**src/hdl/ndt_pkg.sv**
```systemverilog
// Shared types, codes and constants for the number-to-digit-tile formatter.
package ndt_pkg;

	localparam int DEC_DIGITS = 5;
	localparam int HEX_DIGITS = 8;
	localparam int MAX_DIGITS = 8;

	localparam logic [1:0] OP_DEC_ZERO  = 2'd0;
	localparam logic [1:0] OP_DEC_SPACE = 2'd1;
	localparam logic [1:0] OP_HEX       = 2'd2;

	localparam logic [6:0] ASCII_ZERO  = 7'h30;
	localparam logic [6:0] ASCII_A     = 7'h41;
	localparam logic [6:0] ASCII_SPACE = 7'h20;

	// floor(v / 10) == (v * RECIP_TEN) >> RECIP_SHIFT for every 16-bit v
	localparam logic [15:0] RECIP_TEN   = 16'hCCCD;
	localparam int          RECIP_SHIFT = 19;

	typedef enum logic [1:0] {
		ST_IDLE,
		ST_CONV,
		ST_EMIT
	} ctrl_state_t;

	typedef struct packed {
		logic load;
		logic conv_step;
		logic emit_step;
	} dp_cmd_t;

	typedef struct packed {
		logic start_empty;
		logic start_dec;
		logic conv_done;
		logic emit_final;
		logic out_free;
	} dp_sts_t;

endpackage

```
**src/hdl/ndt_ctrl.sv**
```systemverilog
// Controller state machine: accept, decimal conversion, tile write sequencing.
module ndt_ctrl (
	input  logic            clk,
	input  logic            arst_n,
	input  logic            in_valid,
	output logic            in_stall,
	input  ndt_pkg::dp_sts_t sts,
	output ndt_pkg::dp_cmd_t cmd
);

	ndt_pkg::ctrl_state_t state_q, state_d;

	always_ff @(posedge clk or negedge arst_n) begin
		if (!arst_n) begin
			state_q <= ndt_pkg::ST_IDLE;
		end else begin
			state_q <= state_d;
		end
	end

	always_comb begin
		state_d       = state_q;
		cmd.load      = 1'b0;
		cmd.conv_step = 1'b0;
		cmd.emit_step = 1'b0;
		in_stall      = 1'b1;
		unique case (state_q)
			ndt_pkg::ST_IDLE: begin
				in_stall = 1'b0;
				if (in_valid) begin
					cmd.load = 1'b1;
					// drop requests that produce no writes right here
					if (sts.start_empty) begin
						state_d = ndt_pkg::ST_IDLE;
					end else if (sts.start_dec) begin
						state_d = ndt_pkg::ST_CONV;
					end else begin
						state_d = ndt_pkg::ST_EMIT;
					end
				end
			end
			ndt_pkg::ST_CONV: begin
				cmd.conv_step = 1'b1;
				if (sts.conv_done) begin
					state_d = ndt_pkg::ST_EMIT;
				end
			end
			ndt_pkg::ST_EMIT: begin
				if (sts.out_free) begin
					cmd.emit_step = 1'b1;
					if (sts.emit_final) begin
						state_d = ndt_pkg::ST_IDLE;
					end
				end
			end
			default: begin
				state_d = ndt_pkg::ST_IDLE;
			end
		endcase
	end

endmodule

```
**src/hdl/ndt_dpath.sv**
```systemverilog
// Datapath: request registers, divide-by-ten digit unit, digit store, output register.
module ndt_dpath #(
	parameter int HEX_DIGITS = ndt_pkg::HEX_DIGITS
) (
	input  logic             clk,
	input  logic             arst_n,
	input  ndt_pkg::dp_cmd_t cmd,
	output ndt_pkg::dp_sts_t sts,
	input  logic [1:0]       opcode,
	input  logic [1:0]       plane,
	input  logic [3:0]       palette,
	input  logic [4:0]       column,
	input  logic [4:0]       row,
	input  logic [31:0]      number,
	input  logic [3:0]       digit_count,
	output logic             out_valid,
	input  logic             out_stall,
	output logic [1:0]       out_plane,
	output logic [3:0]       out_palette,
	output logic [5:0]       out_column,
	output logic [4:0]       out_row,
	output logic [6:0]       tile_code,
	output logic             last
);

	localparam int IDX_W = $clog2(ndt_pkg::MAX_DIGITS);

	// request registers
	logic                                  space_q;
	logic [1:0]                            plane_q;
	logic [3:0]                            palette_q;
	logic [4:0]                            column_q;
	logic [4:0]                            row_q;
	logic [ndt_pkg::MAX_DIGITS-1:0][3:0]   dig_q;
	logic [15:0]                           val_q;
	logic [IDX_W-1:0]                      conv_q;
	logic [IDX_W-1:0]                      k_q;
	logic [IDX_W-1:0]                      pos_q;
	logic                                  leading_q;

	// output register
	logic                                  out_valid_q;
	logic [1:0]                            out_plane_q;
	logic [3:0]                            out_palette_q;
	logic [5:0]                            out_column_q;
	logic [4:0]                            out_row_q;
	logic [6:0]                            tile_code_q;
	logic                                  last_q;

	logic [3:0]  cnt_clamp;
	logic        in_is_dec;
	logic [31:0] prod;
	logic [12:0] quot;
	logic [15:0] quot_x10;
	logic [3:0]  rem;
	logic [3:0]  cur_dig;
	logic        blank;
	logic [6:0]  code;
	logic        out_free;

	assign in_is_dec = (opcode == ndt_pkg::OP_DEC_ZERO) || (opcode == ndt_pkg::OP_DEC_SPACE);

	always_comb begin
		if (in_is_dec) begin
			cnt_clamp = (digit_count > 4'(ndt_pkg::DEC_DIGITS)) ?
				4'(ndt_pkg::DEC_DIGITS) : digit_count;
		end else begin
			cnt_clamp = (digit_count > 4'(HEX_DIGITS)) ? 4'(HEX_DIGITS) : digit_count;
		end
	end

	// one decimal digit per cycle, least significant first
	assign prod     = val_q * ndt_pkg::RECIP_TEN;
	assign quot     = prod[31:ndt_pkg::RECIP_SHIFT];
	assign quot_x10 = {quot, 3'b000} + {2'b00, quot, 1'b0};
	assign rem      = 4'(val_q - quot_x10);

	assign cur_dig = dig_q[k_q];
	assign blank   = space_q && leading_q && (cur_dig == 4'd0) && (k_q != '0);

	always_comb begin
		if (blank) begin
			code = ndt_pkg::ASCII_SPACE;
		end else if (cur_dig < 4'd10) begin
			code = ndt_pkg::ASCII_ZERO + 7'(cur_dig);
		end else begin
			code = ndt_pkg::ASCII_A + 7'(cur_dig - 4'd10);
		end
	end

	assign out_free = !out_valid_q || !out_stall;

	assign sts.start_empty = (cnt_clamp == 4'd0) || !(in_is_dec || (opcode == ndt_pkg::OP_HEX));
	assign sts.start_dec   = in_is_dec;
	assign sts.conv_done   = (conv_q == IDX_W'(ndt_pkg::DEC_DIGITS - 1));
	assign sts.emit_final  = (k_q == '0);
	assign sts.out_free    = out_free;

	always_ff @(posedge clk) begin
		if (cmd.load) begin
			space_q   <= (opcode == ndt_pkg::OP_DEC_SPACE);
			plane_q   <= plane;
			palette_q <= palette;
			column_q  <= column;
			row_q     <= row;
			dig_q     <= number;
			val_q     <= number[15:0];
			conv_q    <= '0;
			k_q       <= IDX_W'(cnt_clamp - 4'd1);
			pos_q     <= '0;
			leading_q <= 1'b1;
		end else if (cmd.conv_step) begin
			dig_q[conv_q] <= rem;
			val_q         <= {3'b000, quot};
			conv_q        <= conv_q + 1'b1;
		end else if (cmd.emit_step) begin
			k_q       <= k_q - 1'b1;
			pos_q     <= pos_q + 1'b1;
			leading_q <= blank;
		end
	end

	always_ff @(posedge clk or negedge arst_n) begin
		if (!arst_n) begin
			out_valid_q <= 1'b0;
		end else if (cmd.emit_step) begin
			out_valid_q <= 1'b1;
		end else if (!out_stall) begin
			out_valid_q <= 1'b0;
		end
	end

	always_ff @(posedge clk) begin
		if (cmd.emit_step) begin
			out_plane_q   <= plane_q;
			out_palette_q <= palette_q;
			out_column_q  <= {1'b0, column_q} + 6'(pos_q);
			out_row_q     <= row_q;
			tile_code_q   <= code;
			last_q        <= (k_q == '0);
		end
	end

	assign out_valid   = out_valid_q;
	assign out_plane   = out_plane_q;
	assign out_palette = out_palette_q;
	assign out_column  = out_column_q;
	assign out_row     = out_row_q;
	assign tile_code   = tile_code_q;
	assign last        = last_q;

`ifndef SYNTHESIS
	a_emit_needs_room: assert property (@(posedge clk) disable iff (!arst_n)
		cmd.emit_step |-> out_free)
		else $error("tile write issued while output register is held");

	a_last_on_final: assert property (@(posedge clk) disable iff (!arst_n)
		cmd.emit_step && (k_q == '0) |=> out_valid_q && last_q)
		else $error("final digit not marked last");

	a_conv_decimal_only: assert property (@(posedge clk) disable iff (!arst_n)
		cmd.conv_step |-> !cmd.load && !cmd.emit_step && (conv_q < IDX_W'(ndt_pkg::DEC_DIGITS)))
		else $error("conversion step out of sequence");
`endif

endmodule

```
**src/hdl/number_to_digit_tiles_core.sv**
```systemverilog
// Top level of the number-to-digit-tile formatter: controller plus datapath.
//
//  channel  | handshake            | payload
//  ---------+----------------------+-----------------------------------------------
//  request  | in_valid / in_stall  | opcode plane palette column row number digit_count
//  write    | out_valid / out_stall| out_plane out_palette out_column out_row tile_code last
//
// A request is accepted in the idle state; decimal requests then pass all five digits
// through the divide-by-ten unit (one digit per cycle), and each request with writes then
// issues one tile write per cycle through the output register unless a write is stalled.
// Requests with a count of zero or an unused opcode are accepted with no writes.
// A stalled write holds in the output register and stops the sequence; in_stall is high
// from acceptance until the last write is issued. Reset clears the state machine and
// the output valid flag.
module number_to_digit_tiles_core #(
	parameter int HEX_DIGITS = ndt_pkg::HEX_DIGITS
) (
	input  logic        clk,
	input  logic        arst_n,
	input  logic        in_valid,
	output logic        in_stall,
	input  logic [1:0]  opcode,
	input  logic [1:0]  plane,
	input  logic [3:0]  palette,
	input  logic [4:0]  column,
	input  logic [4:0]  row,
	input  logic [31:0] number,
	input  logic [3:0]  digit_count,
	output logic        out_valid,
	input  logic        out_stall,
	output logic [1:0]  out_plane,
	output logic [3:0]  out_palette,
	output logic [5:0]  out_column,
	output logic [4:0]  out_row,
	output logic [6:0]  tile_code,
	output logic        last
);

	ndt_pkg::dp_cmd_t cmd;
	ndt_pkg::dp_sts_t sts;

	ndt_ctrl u_ctrl (
		.clk      (clk),
		.arst_n   (arst_n),
		.in_valid (in_valid),
		.in_stall (in_stall),
		.sts      (sts),
		.cmd      (cmd)
	);

	ndt_dpath #(
		.HEX_DIGITS (HEX_DIGITS)
	) u_dpath (
		.clk         (clk),
		.arst_n      (arst_n),
		.cmd         (cmd),
		.sts         (sts),
		.opcode      (opcode),
		.plane       (plane),
		.palette     (palette),
		.column      (column),
		.row         (row),
		.number      (number),
		.digit_count (digit_count),
		.out_valid   (out_valid),
		.out_stall   (out_stall),
		.out_plane   (out_plane),
		.out_palette (out_palette),
		.out_column  (out_column),
		.out_row     (out_row),
		.tile_code   (tile_code),
		.last        (last)
	);

endmodule
```
**config.mk**
```make
export PLATFORM = sky130hd
export DESIGN_NAME = number_to_digit_tiles_core
export DESIGN_NICKNAME = d
export VERILOG_FILES = /design/src/hdl/ndt_pkg.sv /design/src/hdl/ndt_ctrl.sv /design/src/hdl/ndt_dpath.sv /design/src/hdl/number_to_digit_tiles_core.sv
export SDC_FILE = /design/constraint.sdc
export NUM_CORES = 1
export LEC_CHECK = 0
export BUFFER_PORTS_ARGS = -buffer_cell sky130_fd_sc_hd__clkbuf_2
export CAP_MARGIN = 25
export CORE_ASPECT_RATIO = 0.75
export CORE_MARGIN = 4
export CORE_UTILIZATION = 50
export DETAILED_ROUTE_END_ITERATION = 6
export PLACE_DENSITY = 0.66
export SYNTH_ARGS = -nofsm -noshare
export SYNTH_HDL_FRONTEND = slang
export SYNTH_SLANG_ARGS = --single-unit
```
**constraint.sdc**
```tcl
create_clock -name clk -period 18.7 [get_ports clk]
set_clock_uncertainty 0.15 [all_clocks]
set_input_delay 4.675 -clock clk [delete_from_list [all_inputs] [get_ports clk]]
set_output_delay 4.675 -clock clk [all_outputs]
set_load 0.01 [all_outputs]
```
==> metrics.txt <==
io pins 85; num rows 42; most common cell in the synthesized netlist inv_1; CTS tree yes; worst-margin pin slew 0.7585 ns; DIE WIDTH 165.5 µm; dpl hpwl 18130 µm; final hold vios 0; Port Buf Inserts 84; final net count 1209; Iter 0 DRT Violations 505; Highest Clock Rate 0.1411 GHz; placed inst area 0.009946 mm²; Yosys reg bits 103; Max Transition Viols Final 0; root buf cell clkbuf_16; Post-Synthesis Cells 845; slowest stage cell, crit path fa_1; Antenna Diode Count 0; clock tree buffer depth 2; clk sinks 103; top cells by area, synth edfxtp_1 30%, ha_1 19%, fa_1 17%, inv_1 7.9%, nand2_1 2.8%; share of cells above drive strength 1 0.1452; number of library cell types mapped by synthesis 63; worst-skew pair later-pin latency 0.34 ns; Cell Area, Synth 0.009306 mm²; final antenna-violating net count 0; # Max-Cap Violations 0; status finished, final reports clean; post-route cell area 0.01025 mm²; syn_area_per_cell 11.01 µm²; Synth Flop Type edfxtp_1; arrival time at the worst endpoint 7.08 ns; Worst-path clk slew 0.07 ns; first-pass GRT wire length 35240 µm; initial antenna violation count 0; type of the worst min-delay path flop to flop; Die ar. 0.02088 mm²; ys async rst share 0.02913; routed len/inst 18.32 µm; Routed Wire Length 21470 µm; Area Growth Syn to Fin 10.18%; Setup TNS Final 0 ns; DR vias 6178; post-synth top area share 0.3001; syn_nets 1129; RSZ-0062 raised after global routing false; startpoint class of the critical path flop; cells along the critical path ha_1, fa_1, inv_1, fa_1, fa_1, inv_1, fa_1, inv_1, fa_1, inv_1, ha_1, a211oi_2, nand2_1, nor3_2, a31oi_4, xor2_1, ha_1, a221oi_1, nand2_1, xnor3_2, o41ai_2; Final Critical Period 7.086 ns; CP max FO 8; register area 0.003008 mm²; Warnings, synthesis 0; # setup viols final 0; GPL Wtd Cong 0.9514; H-tree depth 3; CP Capture Type flop; vias in the first global route 6400; cell taking the most area after synthesis edfxtp_1; initial core utilization 0.5178; Hold-fix buffers, CTS 0; EDFF count, synth 93; Core Region 0.01797 mm²; sequential fraction of the synthesis area 0.3232; Post-CTS Setup Inserts 0; top cells by count, synth 197 x inv_1, 145 x ha_1, 93 x edfxtp_1, 81 x fa_1, 69 x nand2_1; final worst-path cycle share 0.3789; worst endpoint required time 18.70 ns; slowest stage delay, CP 0.56 ns; fillers 1596; largest net degree at the start of global routing 61; drt first pass iters 5; Slew headroom 0.4931; CTS Buf Count 9; Final Hold Slack 0.2718 ns; CP most frequent cell fa_1; Resize count post-CTS 0; Die Height 126.2 µm; total congestion overflow 0; Setup CP Type flop to flop; Total GRT Usage 0.2208; post-route DRC violation count 0; footprint of the multi-input gates 0.005460 mm²; DR vias/cell 5.271
-- area by class of cell --
type	instances	share of cell area
clock buffer	10	0.02233
clock inverter	6	0.005003
inverter	197	0.07212
multi-input combinational	527	0.5325
sequential	103	0.2933
tap	242	0.02953
timing repair buffer	87	0.04515
-- worst max-delay path, delay by kind of cell (launching register included) --
| kind | cells | cell delay, ns |
|---|---|---|
| flip-flops | 1 | 0.50 |
| AO/OA/AOI/OAI | 4 | 0.99 |
| adder cells (fa/ha/maj) | 8 | 3.85 |
| XOR/XNOR | 2 | 0.69 |
| AND/OR/NAND/NOR | 3 | 0.50 |
| buffers and inverters | 4 | 0.19 |
-- registers in the layout (all words and copies together) (netlist names), 2 cells and up --
register,count
u_dpath.dig_q,32
u_dpath.palette_q,4
u_dpath.row_q,5
u_dpath.out_plane,2
u_dpath.val_q,16
u_dpath.tile_code,7
u_dpath.out_row,5
u_dpath.out_column,6
u_dpath.out_palette,4
u_dpath.column_q,5
u_dpath.pos_q,3
u_dpath.k_q,3
u_dpath.plane_q,2
u_ctrl.state_q,2
u_dpath.conv_q,3
-- logic make-up (layout without fill, tap and decap cells) --
kind of cell               count (synthesis)  count (layout)  share of synthesized area
adders and majority gates                226             226                     0.3692
muxes                                     17              17                    0.02985
xor gates and xnor gates                  33              33                    0.03348
buffers and inverters                    215             300                    0.09008
and+or+nand+nor                          138             138                    0.06722
DFF                                      103             103                     0.3232
AOI/OAI and AO/OA                        113             113                    0.08699
-- routing by layer --
metal | routed length, µm | part of all wire | global-route usage | vias to the layer above
met2 | 8895 | 0.41 | 0.3054 | 208
met1 | 10670 | 0.50 | 0.3543 | 2973
met5 | 0 | 0 | 0 | -
li1 | - | - | - | 2983
met3 | 1759 | 0.082 | 0.05879 | 14
met4 | 143 | 0.0067 | 0.03104 | 0
-- cell usage in the layout (no fill, tap or decap), types with 3 or more instances in the layout --
master / netlist / final
nor2_1: 31 / 31
nor3_1: 3 / 3
clkbuf_2: 0 / 84
o21ai_1: 3 / 3
nand2_1: 69 / 69
a21oi_1: 20 / 20
mux4_2: 8 / 8
xnor2_1: 15 / 15
mux2_2: 6 / 6
fa_1: 81 / 81
dfrtp_1: 3 / 3
and3_1: 4 / 4
o31ai_1: 12 / 12
xor2_1: 16 / 16
a21o_1: 9 / 9
clkbuf_16: 0 / 9
nor2b_1: 5 / 5
nand3_1: 8 / 8
edfxtp_1: 93 / 93
a211oi_1: 6 / 6
nand2b_1: 6 / 6
ha_1: 145 / 145
inv_6: 0 / 4
o21ai_0: 27 / 27
a22o_1: 7 / 7
inv_1: 197 / 196
a211o_1: 3 / 3
mux2i_1: 3 / 3
dfxtp_1: 7 / 7
-- worst paths after layout --
kind / end / from / slack [ns] / depth (start not counted)
hold reg to reg: u_dpath.out_plane[0]$_DFFE_PP_ / u_dpath.plane_q[0]$_DFFE_PP_ / 0.27 / 0
setup reg to reg: u_dpath.dig_q[15]$_DFFE_PP_ / u_dpath.val_q[8]$_DFFE_PP_ / 11.61 / 21
setup / recovery: u_dpath.dig_q[15]$_DFFE_PP_ / u_dpath.val_q[8]$_DFFE_PP_ / 11.61 / 21
hold / removal: u_dpath.out_plane[0]$_DFFE_PP_ / u_dpath.plane_q[0]$_DFFE_PP_ / 0.27 / 0
max in group asynchronous: u_dpath.out_valid$_DFFE_PN0P_ / arst_n / 14.32 / 1
min in group asynchronous: u_ctrl.state_q[1]$_DFFE_PN0P_ / arst_n / 3.97 / 1
-- per-stage QoR --
step | instances | util | setup slack (ns)
6_report | 1172 | 0.5705 | 11.61
2_1_floorplan | 845 | - | 12.27
4_1_cts | 1171 | 0.5690 | 11.65
3_5_place_dp | 1155 | 0.5534 | 11.67
5_1_grt | 1172 | 0.5705 | 11.28
3_3_place_gp | 1155 | 0.5534 | 11.70
Power is not shown: default switching activity piles up to over one toggle a cycle in this logic, so the estimate is an artifact.
